### src/tlav_pkg.sv
// ----------------------------------------------------------------------------
// tlav_pkg
// Shared types and constants of the target line arrow vertex generator.
// ----------------------------------------------------------------------------
package tlav_pkg;

    // coordinate and arithmetic widths
    localparam int COORD_WIDTH     = 32;
    localparam int DIFF_WIDTH      = COORD_WIDTH + 1;
    localparam int MAG_WIDTH       = 31;
    localparam int ROOT_WIDTH      = 32;
    localparam int RAD_WIDTH       = 2 * ROOT_WIDTH;
    localparam int PROD_WIDTH      = 2 * MAG_WIDTH;
    localparam int QUOT_WIDTH      = 31;
    localparam int SUM_WIDTH       = COORD_WIDTH + 2;
    localparam int INDEX_WIDTH     = 32;
    localparam int COLOUR_WIDTH    = 32;

    // iteration counts
    localparam int ROOT_STEPS      = ROOT_WIDTH;
    localparam int DIV_STEPS       = QUOT_WIDTH;
    localparam int CNT_WIDTH       = 5;

    // length over ten: half the length times ceil(2^34 / 5), shifted down by 34
    localparam logic [ROOT_WIDTH-1:0] RECIP_FIFTH = 32'hCCCC_CCCD;
    localparam int                    RECIP_SHIFT = 34;

    // configuration port
    localparam int CFG_INDEX_WIDTH = 1;
    localparam int CFG_DATA_WIDTH  = 32;
    localparam logic [CFG_INDEX_WIDTH-1:0] CFG_MAX_ARROW   = 1'd0;
    localparam logic [CFG_INDEX_WIDTH-1:0] CFG_LINE_COLOUR = 1'd1;
    localparam logic [QUOT_WIDTH-1:0]      MAX_ARROW_RESET = 31'd4096;
    localparam logic [COLOUR_WIDTH-1:0]    COLOUR_RESET    = 32'hFFFF_FFFF;

    // quotient targets: three direction steps, two perpendicular steps
    localparam logic [2:0] TGT_TX = 3'd0;
    localparam logic [2:0] TGT_TY = 3'd1;
    localparam logic [2:0] TGT_TZ = 3'd2;
    localparam logic [2:0] TGT_BX = 3'd3;
    localparam logic [2:0] TGT_BY = 3'd4;

    // vertex slots of one line
    localparam logic [2:0] VTX_START = 3'd0;
    localparam logic [2:0] VTX_END   = 3'd1;
    localparam logic [2:0] VTX_MID_A = 3'd2;
    localparam logic [2:0] VTX_BARB1 = 3'd3;
    localparam logic [2:0] VTX_MID_B = 3'd4;
    localparam logic [2:0] VTX_BARB2 = 3'd5;

    typedef struct packed {
        logic signed [COORD_WIDTH-1:0] start_x;
        logic signed [COORD_WIDTH-1:0] start_y;
        logic signed [COORD_WIDTH-1:0] start_z;
        logic signed [COORD_WIDTH-1:0] end_x;
        logic signed [COORD_WIDTH-1:0] end_y;
        logic signed [COORD_WIDTH-1:0] end_z;
    } in_item_t;

    typedef struct packed {
        logic [INDEX_WIDTH-1:0]        vertex_index;
        logic signed [COORD_WIDTH-1:0] pos_x;
        logic signed [COORD_WIDTH-1:0] pos_y;
        logic signed [COORD_WIDTH-1:0] pos_z;
        logic [COLOUR_WIDTH-1:0]       colour;
        logic                          last;
    } out_item_t;

    // controller to datapath commands
    typedef struct packed {
        logic       load_in;
        logic       prep;
        logic       mul_en;
        logic       mul_sq;
        logic [2:0] tgt;
        logic       acc_clr;
        logic       acc_en;
        logic       root_step;
        logic       store_len;
        logic       store_plen;
        logic       div_load;
        logic       div_step;
        logic       store_arrow;
        logic       store_q;
        logic       emit;
        logic [2:0] vtx;
    } tlav_cmd_t;

    // datapath to controller status
    typedef struct packed {
        logic out_free;
    } tlav_sts_t;

endpackage

### src/tlav_ctrl.sv
// ----------------------------------------------------------------------------
// tlav_ctrl
// Sequencer: squares, two roots, five quotients, then six vertices.
// ----------------------------------------------------------------------------
module tlav_ctrl (
    input  logic                clk,
    input  logic                rst_n,
    input  logic                line_valid,
    output logic                line_stall,
    input  tlav_pkg::tlav_sts_t sts,
    output tlav_pkg::tlav_cmd_t cmd
);
    import tlav_pkg::*;

    localparam logic [3:0] S_IDLE = 4'd0;
    localparam logic [3:0] S_PREP = 4'd1;
    localparam logic [3:0] S_SQ3  = 4'd2;
    localparam logic [3:0] S_RT3  = 4'd3;
    localparam logic [3:0] S_LEN  = 4'd4;
    localparam logic [3:0] S_SQ2  = 4'd5;
    localparam logic [3:0] S_RT2  = 4'd6;
    localparam logic [3:0] S_PLEN = 4'd7;
    localparam logic [3:0] S_DIV  = 4'd8;
    localparam logic [3:0] S_DST  = 4'd9;
    localparam logic [3:0] S_MUL  = 4'd10;
    localparam logic [3:0] S_DLD  = 4'd11;
    localparam logic [3:0] S_EMIT = 4'd12;

    logic [3:0]           state_reg, state_next;
    logic [CNT_WIDTH-1:0] cnt_reg, cnt_next;
    logic [2:0]           tgt_reg, tgt_next;

    // state registers
    always_ff @(posedge clk or negedge rst_n)
    begin
        if (!rst_n)
        begin
            state_reg <= S_IDLE;
            cnt_reg   <= '0;
            tgt_reg   <= TGT_TX;
        end
        else
        begin
            state_reg <= state_next;
            cnt_reg   <= cnt_next;
            tgt_reg   <= tgt_next;
        end
    end

    assign line_stall = (state_reg != S_IDLE);

    // next state and commands
    always_comb
    begin
        state_next = state_reg;
        cnt_next   = cnt_reg;
        tgt_next   = tgt_reg;
        cmd        = '0;
        cmd.tgt    = tgt_reg;
        cmd.vtx    = cnt_reg[2:0];
        unique case (state_reg)
            S_IDLE:
            begin
                if (line_valid)
                begin
                    cmd.load_in = 1'b1;
                    state_next  = S_PREP;
                end
            end
            S_PREP:
            begin
                cmd.prep    = 1'b1;
                cmd.acc_clr = 1'b1;
                cnt_next    = '0;
                state_next  = S_SQ3;
            end
            S_SQ3:
            begin
                cmd.mul_en = (cnt_reg < CNT_WIDTH'(3));
                cmd.mul_sq = 1'b1;
                cmd.tgt    = cnt_reg[2:0];
                cmd.acc_en = (cnt_reg != '0);
                cnt_next   = cnt_reg + 1'b1;
                if (cnt_reg == CNT_WIDTH'(3))
                begin
                    cnt_next   = '0;
                    state_next = S_RT3;
                end
            end
            S_RT3:
            begin
                cmd.root_step = 1'b1;
                cnt_next      = cnt_reg + 1'b1;
                if (cnt_reg == CNT_WIDTH'(ROOT_STEPS - 1))
                begin
                    cnt_next   = '0;
                    state_next = S_LEN;
                end
            end
            S_LEN:
            begin
                cmd.store_len = 1'b1;
                cmd.acc_clr   = 1'b1;
                state_next    = S_SQ2;
            end
            S_SQ2:
            begin
                cmd.mul_en = (cnt_reg < CNT_WIDTH'(2));
                cmd.mul_sq = 1'b1;
                cmd.tgt    = TGT_BX + cnt_reg[2:0];
                cmd.acc_en = (cnt_reg != '0);
                cnt_next   = cnt_reg + 1'b1;
                if (cnt_reg == CNT_WIDTH'(2))
                begin
                    cnt_next   = '0;
                    state_next = S_RT2;
                end
            end
            S_RT2:
            begin
                cmd.root_step = 1'b1;
                cnt_next      = cnt_reg + 1'b1;
                if (cnt_reg == CNT_WIDTH'(ROOT_STEPS - 1))
                begin
                    cnt_next   = '0;
                    state_next = S_PLEN;
                end
            end
            S_PLEN:
            begin
                cmd.store_plen  = 1'b1;
                cmd.store_arrow = 1'b1;
                tgt_next        = TGT_TX;
                state_next      = S_MUL;
            end
            S_DIV:
            begin
                cmd.div_step = 1'b1;
                cnt_next     = cnt_reg + 1'b1;
                if (cnt_reg == CNT_WIDTH'(DIV_STEPS - 1))
                begin
                    cnt_next   = '0;
                    state_next = S_DST;
                end
            end
            S_DST:
            begin
                cmd.store_q = 1'b1;
                if (tgt_reg != TGT_BY)
                begin
                    tgt_next   = tgt_reg + 1'b1;
                    state_next = S_MUL;
                end
                else
                begin
                    cnt_next   = '0;
                    state_next = S_EMIT;
                end
            end
            S_MUL:
            begin
                cmd.mul_en = 1'b1;
                state_next = S_DLD;
            end
            S_DLD:
            begin
                cmd.div_load = 1'b1;
                state_next   = S_DIV;
            end
            S_EMIT:
            begin
                if (sts.out_free)
                begin
                    cmd.emit = 1'b1;
                    cnt_next = cnt_reg + 1'b1;
                    if (cnt_reg[2:0] == VTX_BARB2)
                    begin
                        cnt_next   = '0;
                        state_next = S_IDLE;
                    end
                end
            end
            default:
            begin
                state_next = S_IDLE;
            end
        endcase
    end

endmodule

### config.mk
export PLATFORM = sky130hd
export DESIGN_NAME = tlav_ctrl
export DESIGN_NICKNAME = d
export VERILOG_FILES = /design/src/tlav_pkg.sv /design/src/tlav_ctrl.sv
export SDC_FILE = /design/constraint.sdc
export NUM_CORES = 1
export LEC_CHECK = 0
export ABC_CLOCK_PERIOD_IN_PS = 4100
export BUFFER_PORTS_ARGS = -buffer_cell sky130_fd_sc_hd__buf_2
export CORE_MARGIN = 10
export CORE_UTILIZATION = 35
export DETAILED_ROUTE_END_ITERATION = 8
export PLACE_DENSITY = 0.61
export SLEW_MARGIN = 20
export SYNTH_ARGS = -nofsm -noshare
export SYNTH_HDL_FRONTEND = slang
export SYNTH_SLANG_ARGS = --single-unit
### constraint.sdc
create_clock -name clk -period 4.1 [get_ports clk]
set_clock_uncertainty 0.2 [all_clocks]
set_input_delay 0.205 -clock clk [delete_from_list [all_inputs] [get_ports clk]]
set_output_delay 0.205 -clock clk [all_outputs]
set_load 0.1 [all_outputs]
# ---- Word-level counts from Yosys, hierarchy flattened
# Cells that the tools add are included.
dict set report totals {
  regBits 12
  wordCells 82
}
dict set report classes {
  n_addsub 3
  magnitude_cmp 2
  n_eq_ne 28
  muxes 35
  n_reduce_logical 11
}
# operator count
set op_table {}
lappend op_table {{one-hot mux 4 bit (13 select lines)} 1}
lappend op_table {{two-way mux 5 bit} 7}
lappend op_table {{one-hot mux 5 bit (7 select lines)} 1}
lappend op_table {{two-way mux 4 bit} 8}
lappend op_table {{== test 4 bit, second input constant} 5}
lappend op_table {{!= test 2 bit, second input constant} 10}
lappend op_table {{== test 4 x 3 -> 1 bit, second input constant} 4}
lappend op_table {{two-way mux 1 bit} 13}
lappend op_table {{== test 5 x 2 -> 1 bit, second input constant} 2}
lappend op_table {{== test 5 bit, second input constant} 2}
lappend op_table {{< comparator 5 x 2 -> 1 bit, second input constant} 2}
lappend op_table {{== test 4 x 2 -> 1 bit, second input constant} 2}
lappend op_table {{one-hot mux 4 bit (2 select lines)} 1}
lappend op_table {{AND reduction 8 bit} 1}
lappend op_table {{nonzero test 7 bit} 1}
lappend op_table {{two-way mux 3 bit} 2}
lappend op_table {{one-hot mux 3 bit (2 select lines)} 1}
lappend op_table {{OR reduction 2 bit} 3}
lappend op_table {{adder 5 x 1 -> 5 bit, second input constant} 1}
lappend op_table {{nonzero test 5 bit} 1}
lappend op_table {{== test 4 x 1 -> 1 bit, second input constant} 1}
lappend op_table {{zero test 4 bit} 1}
lappend op_table {{nonzero test 4 bit} 1}
lappend op_table {{adder 2 x 3 -> 3 bit, first input constant} 1}
lappend op_table {{other kinds (7)} 7}

# ---- Depth between registers and ports, before layout
# Gate-level depths: netlist (run 1).
dict set report depth {
  ltp_word 4
  ltp_mapped 7
}

# ---- Worst setup path after synthesis (run 1)
# No wires, ideal clock.
dict set report synth_timing {
  path_kind {register to output}
  start {register state_reg[3]}
  end {output port cmd[13] (netlist name)}
  arrival_ns 3.247
  slack_ns 0.448
  stages_incl_launch_ff 5
  path_buffers 1
  path_cell_list {dfrtp_1 > clkbuf_1 > nor4b_2 > inv_1 > o21ai_0}
}
# item line_no
set synth_rtl {}
lappend synth_rtl {{start, declared} tlav_ctrl.sv:29} ;# logic [3:0] state_reg, state_next;
lappend synth_rtl {{start signal, assigned} tlav_ctrl.sv:44} ;# state_reg <= state_next;
lappend synth_rtl {{end, declared} tlav_ctrl.sv:11} ;# output tlav_pkg::tlav_cmd_t cmd

==> metrics.yaml, run 1 <==
status: "finished, final reports clean"
initial_core_util_pct: 35.7
synth_area_um2: 1180
yosysTopAreaCellShare_pct: 25.4
clock_path_buffers: 2
crit_type: "reg -> out"
start_kind: "flop"
cpPeakStageDelay_ps: 590
synth_warnings: 0
drc: 0
worst_slack_ps: 1260
grt_max_degree: 20
vias_per_cell: 5.23
required_ps: 3690
place.gp.congestion: 0.789
grt_use_met1_pct: 10.6
drt-total-wl_mm: 2.88
cts_root_buf: "clkbuf_4"
htreeDepth: 1
wire_per_inst_um: 14.2
max_freq_mhz: 352
die_w_um: 78.1
clk_latency_ps: 280
die_y_um: 78.1
dp_slack_ps: 1590
ys.flop_type: "dfrtp_1"
design.core.area_um2: 3310
setup-violations-final: 0
final_common_cell: "buf_2"
end_kind: "output port"
whs_ps: 136
cp.arrival_ps: 2430
syn_avg_cell_area_um2: 8.51
clk_pin_slew_ps: 90
syn_to_final_growth_pct: 12.6
grt_use_met3_pct: 4.10
rsz0062_at_grt: "false"
cts_sinks: 12
dp_hpwl_mm: 2.27
cap_violations: 0
yosys-top-cells-area: "dfrtp_1, ha_1, inv_1"
ys_seq_area_share_pct: 25.4
ys_seq_elements: 12
synth_edf_count: 0
tns_ps: 0
dr.pass1.iters: 4
path_max_fanout: 19
finalHoldViolations: 0
detail-route-antenna-nets: 0
maxSlewViolCount: 0
finalCriticalPeriod_ps: 2840
worst_pin_slew_ps: 545
min_path_type: "in -> async"
grt_pass1_vias: 1087
drive_gt1_share_pct: 25.5
antenna_cells: 0
crit_family: "simple AND/OR/NAND/NOR gates"
synth_area_leader_cell: "dfrtp_1"
cts_inserted_buffers: 3
grt_use_met2_pct: 16.0
async_flop_share_pct: 100
layout_common_cells: "buf_2, inv_1, nor2_1, dfrtp_1, nand2_1"
cts-resized-gates: 0
relSlewSlack_pct: 63.6
cp_cell_sequence: "nor4b_2 -> nor2b_1 -> o22ai_1 -> a32o_1 -> buf_2"
pin_count: 25
grt_antenna_before_repair: 0
synth_nets: 151
largest_reg_flops: 5
syn_inst: 139
top_usage_layer: "met2"
io_buffers: 24
fin_crit_sh_pct: 69.3
design.die.area_um2: 6100
crit_slowest_cell: "nor4b_2"
yosysUniqueCellTypes: 49
overflow: 0
fin_nets: 170
initialDrtViolationCount: 61
grtUsageTotal_pct: 9.38
postLayoutCoreUtil_pct: 40.2
grt_pass1_wl_mm: 4.91
path_buf_inv: 1
fp-row-count: 21
vias: 1061
cts_tree: "yes"
[logic make-up (layout without fill, tap and decap cells)]
| kind of cell | count (synthesis) | after routing | synth area share (%) |
|---|---|---|---|
| AOI/OAI and AO/OA | 34 | 34 | 23.7 |
| xor gates and xnor gates | 4 | 4 | 2.96 |
| adders and majority gates | 8 | 8 | 8.47 |
| buffers and inverters | 25 | 43 | 10.8 |
| DFF | 12 | 12 | 25.4 |
| muxes | 5 | 5 | 4.76 |
| and+or+nand+nor | 51 | 51 | 23.9 |
[synthesized netlist by cell type, drive strengths merged (2+ instances only)]
master and count:
a21oi 6, a221o 3, a31oi 2, a32o 2, and3 2, buf 7, clkbuf 4, dfrtp 12
ha 8, inv 14, mux2 2, mux2i 3, nand2 10, nand2b 3, nand3 7, nand4 2
nor2 13, nor3 3, o21ai 7, o22ai 4, xor2 3
[per-stage QoR]
stage | area [um^2] | instances
floorplan | 1180 | 139
global placement | 1280 | 198
detailed placement | 1280 | 198
CTS | 1330 | 203
global route | 1330 | 203
finish | 1330 | 203
[worst reg2reg max path, stage by stage (launching register included)]
cell and delay (ps):
dfrtp_1 460, ha_1 250, or4b_4 500, a32oi_4 220, o2111ai_4 220, a21oi_2 220
mux2_1 340
[layout make-up]
type | instances | area, um^2
flip-flops and latches | 12 | 300
repair buffers | 25 | 130
multi-input cells | 102 | 754
well taps | 46 | 57.6
inverters | 14 | 52.6
fillers | 361 | 1980
clock buffers | 4 | 36.3
[timing repair]
item                      in CTS  in global routing
hold buffers                   1                  0
hold endpoints to repair      12                  0
setup buffers                  0                  0
[per-layer routing]
metal / routed length [um] / share of wire [%]
met4: 19 / 0.66
met1: 1230 / 43
met3: 208 / 7.2
met5: 0 / 0
met2: 1410 / 49
[worst paths after layout]
check                                   from      endpoint  slack (ps)  cells after the start
worst min register to register    tgt_reg[0]    tgt_reg[0]         340                      1
worst min-delay path                   rst_n  state_reg[0]         140                      2
min in group clk                         sts  state_reg[3]         160                      4
max in group asynchronous              rst_n    cnt_reg[3]        3320                      2
worst max-delay path            state_reg[3]       cmd[17]        1260                      5
worst max register to register    cnt_reg[1]  state_reg[0]        1600                      6
Power of run 1 is left out: the tool's default activity adds up to more than one toggle a clock period on the data nets, which glitch-free logic cannot reach.
==> run 2, diff against run 1 <==
--- a/config.mk
+++ b/config.mk
@@ -5,12 +5,12 @@
 export SDC_FILE = /design/constraint.sdc
 export NUM_CORES = 1
 export LEC_CHECK = 0
-export ABC_CLOCK_PERIOD_IN_PS = 4100
+export ABC_CLOCK_PERIOD_IN_PS = 2600
 export BUFFER_PORTS_ARGS = -buffer_cell sky130_fd_sc_hd__buf_2
 export CORE_MARGIN = 10
 export CORE_UTILIZATION = 35
 export DETAILED_ROUTE_END_ITERATION = 8
-export PLACE_DENSITY = 0.61
+export PLACE_DENSITY = 0.63
 export SLEW_MARGIN = 20
 export SYNTH_ARGS = -nofsm -noshare
 export SYNTH_HDL_FRONTEND = slang
==> constraint.sdc (replaced) <==
create_clock -name clk -period 2.6 [get_ports clk]
set_clock_uncertainty 0.2 [all_clocks]
set_input_delay 0.13 -clock clk [delete_from_list [all_inputs] [get_ports clk]]
set_output_delay 0.13 -clock clk [all_outputs]
set_load 0.1 [all_outputs]
==> run 2 against run 1 <==
  * Register-to-register slack got worse by 1500 ps
  * Sequential cell count is the same
  * Via count up 2.5%
  * Setup slack lost 1100 ps
  * Count of clock-buffer cells in the layout is the same
==> metrics.yaml, run 2 (same netlist as run 1, synthesis figures left out) <==
path_max_fanout: 15  # -4
relSlewSlack_pct: 66.9  # +3.3 points
design.core.area_um2: 3310  # unchanged
timing.rr.end: "state_reg[0]"
grt_use_met3_pct: 3.76  # -0.34 points
finalCriticalPeriod_ps: 2480
required_ps: 2270  # -1420 ps
htreeDepth: 1  # unchanged
clk_pin_slew_ps: 90  # about the same
cts_root_buf: "clkbuf_4"
grtUsageTotal_pct: 9.88  # +0.50 points
cpPeakStageDelay_ps: 660  # +70 ps
initialDrtViolationCount: 61  # unchanged
grt_max_degree: 18  # -10%
grt_use_met1_pct: 11.5  # +0.96 points
min_path_type: "in -> async"
tns_ps: 0  # unchanged
fp-row-count: 21  # unchanged
top_usage_layer: "met2"
maxSlewViolCount: 0  # unchanged
cts_inserted_buffers: 3  # unchanged
grt_pass1_vias: 1133  # +4.2%
cp.arrival_ps: 2150  # -280 ps
r2r_slack_ps: 120  # -1480 ps
dp_hpwl_mm: 2.43  # +6.9%
crit_type: "reg -> out"
grt_pass1_wl_mm: 5.17  # +5.4%
antenna_cells: 0  # unchanged
crit_path_end: "cmd[15]"
pin_count: 25  # unchanged
largest_reg_flops: 5  # unchanged
cts_tree: "yes"
overflow: 0  # unchanged
initial_core_util_pct: 35.7  # unchanged
finalHoldViolations: 0  # unchanged
io_buffers: 24  # unchanged
setup.worst_path.start: "state_reg[0]"
drive_gt1_share_pct: 32.9  # +7.4 points
end_kind: "output port"
drt-total-wl_mm: 3.08  # +7.1%
cap_violations: 0  # unchanged
start_kind: "flop"
cp_cell_sequence: "nand4bb_1 -> nor2b_1 -> a221o_2 -> buf_2"
max_freq_mhz: 403
die_y_um: 78.1  # unchanged
vias_per_cell: 5.18  # -0.87%
wire_per_inst_um: 14.7  # +3.6%
dr.pass1.iters: 4  # unchanged
clock_path_buffers: 2  # unchanged
cts_sinks: 12  # unchanged
drc: 0  # unchanged
syn_to_final_growth_pct: 21.2
layout_common_cells: "buf_2, inv_1, nor2_1, dfrtp_1, nand2_1"
grt_use_met2_pct: 16.8  # +0.74 points
fin_nets: 177  # +4.1%
grt_antenna_before_repair: 0  # unchanged
worst_pin_slew_ps: 497  # -48.1 ps
vias: 1088  # +2.5%
die_w_um: 78.1  # unchanged
fin_crit_sh_pct: 95.5
design.die.area_um2: 6100  # unchanged
status: "finished, final reports clean"
crit_slowest_cell: "dfrtp_1"
reg2regPathDepth: 6  # unchanged
place.gp.congestion: 0.791  # +0.20%
setup-violations-final: 0  # unchanged
rsz0062_at_grt: "false"
n_fill_cell: 358  # -0.83%
detail-route-antenna-nets: 0  # unchanged
final_common_cell: "buf_2"
clk_latency_ps: 280  # about the same
r2r-start: "cnt_reg[0]"
## run 2: metal layers
metal | up-vias | routed length (um)
met5 | - | 0
met4 | 0 | 14
met3 | 2 | 167
met2 | 20 | 1550
met1 | 519 | 1350
li1 | 547 | -
## run 2: metrics by stage
stage	utilization (%)	setup WS [ps]	hold WS (ps)	instance area [um^2]	cells
3_5_place_dp	41.6	101	-162	1380	205
6_report	43.3	118	65.4	1430	210
2_1_floorplan	-	-244	-366	1210	139
4_1_cts	43.0	43.1	65.3	1420	210
3_3_place_gp	41.6	221	-171	1380	205
5_1_grt	43.3	2.92	75.1	1430	210
## run 2: worst min path at each step
| stage | depth (start not counted) | slack, ps | end |
|---|---|---|---|
| after floorplan | 0 | -370 | cnt_reg[0] |
| after global placement | 1 | -170 | cnt_reg[2] |
| after detailed placement | 1 | -160 | cnt_reg[2] |
| after CTS | 2 | 70 | cnt_reg[2] |
| after global routing | 2 | 80 | cnt_reg[2] |
| final | 2 | 70 | cnt_reg[4] |
## run 2: layout make-up
| type | instances | area, um^2 | area share [%] |
|---|---|---|---|
| multi-input combinational | 102 | 787 | 54.9 |
| timing repair buffer | 32 | 198 | 13.8 |
| clock buffer | 4 | 36.3 | 2.53 |
| inverter | 14 | 52.6 | 3.67 |
| sequential | 12 | 302 | 21.0 |
| tap | 46 | 57.6 | 4.02 |
## run 2: critical path: cells and delay by family (launching register included)
kind | cells | cell delay [ps]
simple gates | 2 | 520
buf+inv | 1 | 290
compound gates | 1 | 410
flops | 1 | 660
## run 2: what timing repair did
action	CTS	global route
endpoints found under the setup margin	0	2
gates resized for setup	0	3
hold buffers	1	0
endpoints found under the hold margin	12	0
setup buffers	0	0
Power of run 2 is left out for the same reason.
==> run 3, diff against run 2 <==
--- a/config.mk
+++ b/config.mk
@@ -5,6 +5,7 @@
 export SDC_FILE = /design/constraint.sdc
 export NUM_CORES = 1
 export LEC_CHECK = 0
+export ABC_AREA = 1
 export ABC_CLOCK_PERIOD_IN_PS = 2600
 export BUFFER_PORTS_ARGS = -buffer_cell sky130_fd_sc_hd__buf_2
 export CORE_MARGIN = 10
==> run 3 against run 2 <==
  * Area after synthesis up 4.0%
  * Cell area increased by 2.0%
  * Register-to-register slack gained 370 ps
  * Die area is 3.0% higher
  * Sequential share of layout area is 0.50 points lower
  * Fmax up 4.3%
  * First-iteration DRC count grew 79%
  * Count of clock-buffer cells in the layout unchanged
  * Setup slack improved by 100 ps
  * Wire length up 8.2%
  * Utilization is 0.18 points higher
  * Critical path type unchanged
  * Critical endpoint is now cmd[14]
  * Largest cell class unchanged
==> metrics.yaml, run 3 <==
yosysTopAreaCellShare_pct: 24.4  # -0.98 points
syn_inst: 197  # +42%
cp.arrival_ps: 2050  # -100 ps
r2r_slack_ps: 490  # +370 ps
dr.pass1.iters: 4  # unchanged
wire_per_inst_um: 12.4  # -15%
drt-total-wl_mm: 3.33  # +8.2%
cts_setup_buffers: 0  # unchanged
cap_violations: 0  # unchanged
max_freq_mhz: 420  # +4.3%
rsz0062_at_grt: "false"
grt_pass1_vias: 1333  # +18%
min_path_type: "in -> async"
cts_root_buf: "clkbuf_4"
ys_seq_area_share_pct: 24.4  # -0.98 points
synth_area_um2: 1230  # +4.0%
fin_crit_sh_pct: 91.6  # -3.9 points
n_fill_cell: 390  # +8.9%
synth_nets: 209  # +38%
syn_to_final_growth_pct: 18.8
drc: 0  # unchanged
grt_antenna_before_repair: 0  # unchanged
synth_edf_count: 0  # unchanged
ys_seq_elements: 12  # unchanged
initial_core_util_pct: 36.6  # +0.86 points
tns_ps: 0  # unchanged
synth_warnings: 0  # unchanged
initialDrtViolationCount: 109  # +79%
crit_type: "reg -> out"
required_ps: 2270  # about the same
yosysMostFrequentCell: "nand2_1"
drive_gt1_share_pct: 24.3  # -8.6 points
largest_reg_flops: 5  # unchanged
ys.flop_type: "dfrtp_1"
io_buffers: 24  # unchanged
clk_pin_slew_ps: 90  # about the same
fp-row-count: 21  # unchanged
fin_nets: 235  # +33%
clk_latency_ps: 280  # about the same
finalHoldViolations: 0  # unchanged
worst_pin_slew_ps: 491  # -6.23 ps
crit_family: "buffers and inverters"
die_w_um: 79.3  # +1.5%
vias: 1323  # +22%
status: "finished, final reports clean"
yosysUniqueCellTypes: 25  # -49%
finalCriticalPeriod_ps: 2380  # -101 ps
dp_hpwl_mm: 2.66  # +9.5%
yosys-top-cells-area: "dfrtp_1, nand2_1, nand3_1"
grt_max_degree: 13  # -5
cts_sinks: 12  # unchanged
grt_pass1_wl_mm: 5.93  # +15%
grtUsageTotal_pct: 11.3  # +1.4 points
maxSlewViolCount: 0  # unchanged
cp_cell_sequence: "inv_1 -> ha_1 -> o221ai_2 -> buf_2"
path_buf_inv: 2  # +1
timing.rr.end: "state_reg[0]"
design.die.area_um2: 6290  # +3.0%
overflow: 0  # unchanged
r2r-start: "cnt_reg[0]"
end_kind: "output port"
multi_input_area_um2: 845  # +7.3%
synth_commonest_cells: "nand2_1, nand3_1, nor2_1"
synth_area_leader_cell: "dfrtp_1"
cpPeakStageDelay_ps: 540  # -120 ps
start_kind: "flop"
async_flop_share_pct: 100  # unchanged
die_y_um: 79.3  # +1.5%
syn_avg_cell_area_um2: 6.24  # -27%
htreeDepth: 1  # unchanged
antenna_cells: 0  # unchanged
design.core.area_um2: 3360  # +1.6%
cts_inserted_buffers: 3  # unchanged
setup-violations-final: 0  # unchanged
layout_common_cells: "nand2_1, nand3_1, buf_2, nor2_1, inv_1"
relSlewSlack_pct: 67.5  # +0.64 points
clock_path_buffers: 2  # unchanged
reg2regPathDepth: 9  # +3
regArea_um2: 300  # -0.41%
detail-route-antenna-nets: 0  # unchanged
pin_count: 25  # unchanged
place.gp.congestion: 0.863  # +9.1%
path_max_fanout: 10  # -5
vias_per_cell: 4.94  # -4.7%
cts_tree: "yes"
final_common_cell: "nand2_1"
crit_slowest_cell: "dfrtp_1"
run 3: cell count changes after synthesis, moves of 4 or more:
cell and change:
a21oi_1 -5, clkbuf_1 -4, nand2_1 +57, nor2_2 +4, nor2_1 +10, nand3_1 +19, nand2_2 +7, o22ai_1 -4
inv_1 +5
run 3: area by class of cell:
| class | instances | area share (%) |
|---|---|---|
| Timing Repair Buffer | 26 | 9.59 |
| Clock buffer | 4 | 2.48 |
| Inverter | 22 | 5.65 |
| Multi-Input combinational cell | 158 | 57.8 |
| Tap cell | 46 | 3.94 |
| Sequential cell | 12 | 20.5 |
run 3: cell families (layout without fill, tap and decap cells):
family | after synthesis | in the layout | synth area share, %
AND/OR/NAND/NOR | 134 | 134 | 48.7
XOR/XNOR | 2 | 2 | 1.42
AO/OA/AOI/OAI | 14 | 14 | 7.73
adder cells (fa/ha/maj) | 8 | 8 | 8.14
flip-flops | 12 | 12 | 24.4
buffers and inverters | 27 | 52 | 9.56
run 3: worst max-delay path by stage:
stage                             from           end  slack, ps  cells after the start
after global routing        cnt_reg[0]       cmd[14]        100                      4
after detailed placement    cnt_reg[0]  state_reg[2]        500                      9
after floorplan             cnt_reg[0]       cmd[15]         20                      3
after global placement      cnt_reg[0]  state_reg[3]        480                      9
final                       cnt_reg[0]       cmd[14]        220                      4
after CTS                 state_reg[3]       cmd[17]        150                      6
run 3: worst reg2reg max path: cells and delay by family, from the launching register on:
family,cells,cell delay (ps)
adders and majority gates,1,250
and+or+nand+nor,7,830
DFF,1,500
buffers and inverters,1,240
run 3: what timing repair did:
action / CTS / global route
endpoints found under the hold margin: 12 / 0
hold buffers: 1 / 0
resized for setup: 0 / 2
endpoints found under the setup margin: 0 / 1
run 3: per-stage QoR:
stage	instances	util, %	setup slack (ps)	hold slack [ps]	area [um^2]
floorplan	197	-	20.5	-366	1260
global placement	263	41.9	478	-161	1410
detailed placement	263	41.9	496	-157	1410
CTS	268	43.3	152	62.3	1460
global route	268	43.5	98.4	83.3	1460
finish	268	43.5	219	76.4	1460
run 3: layer usage:
layer,track usage (%),routed length (um)
met1,13.0,1500
met2,19.5,1640
met5,0,0
met3,3.83,158
met4,2.87,28
Power of run 3 is left out for the same reason.
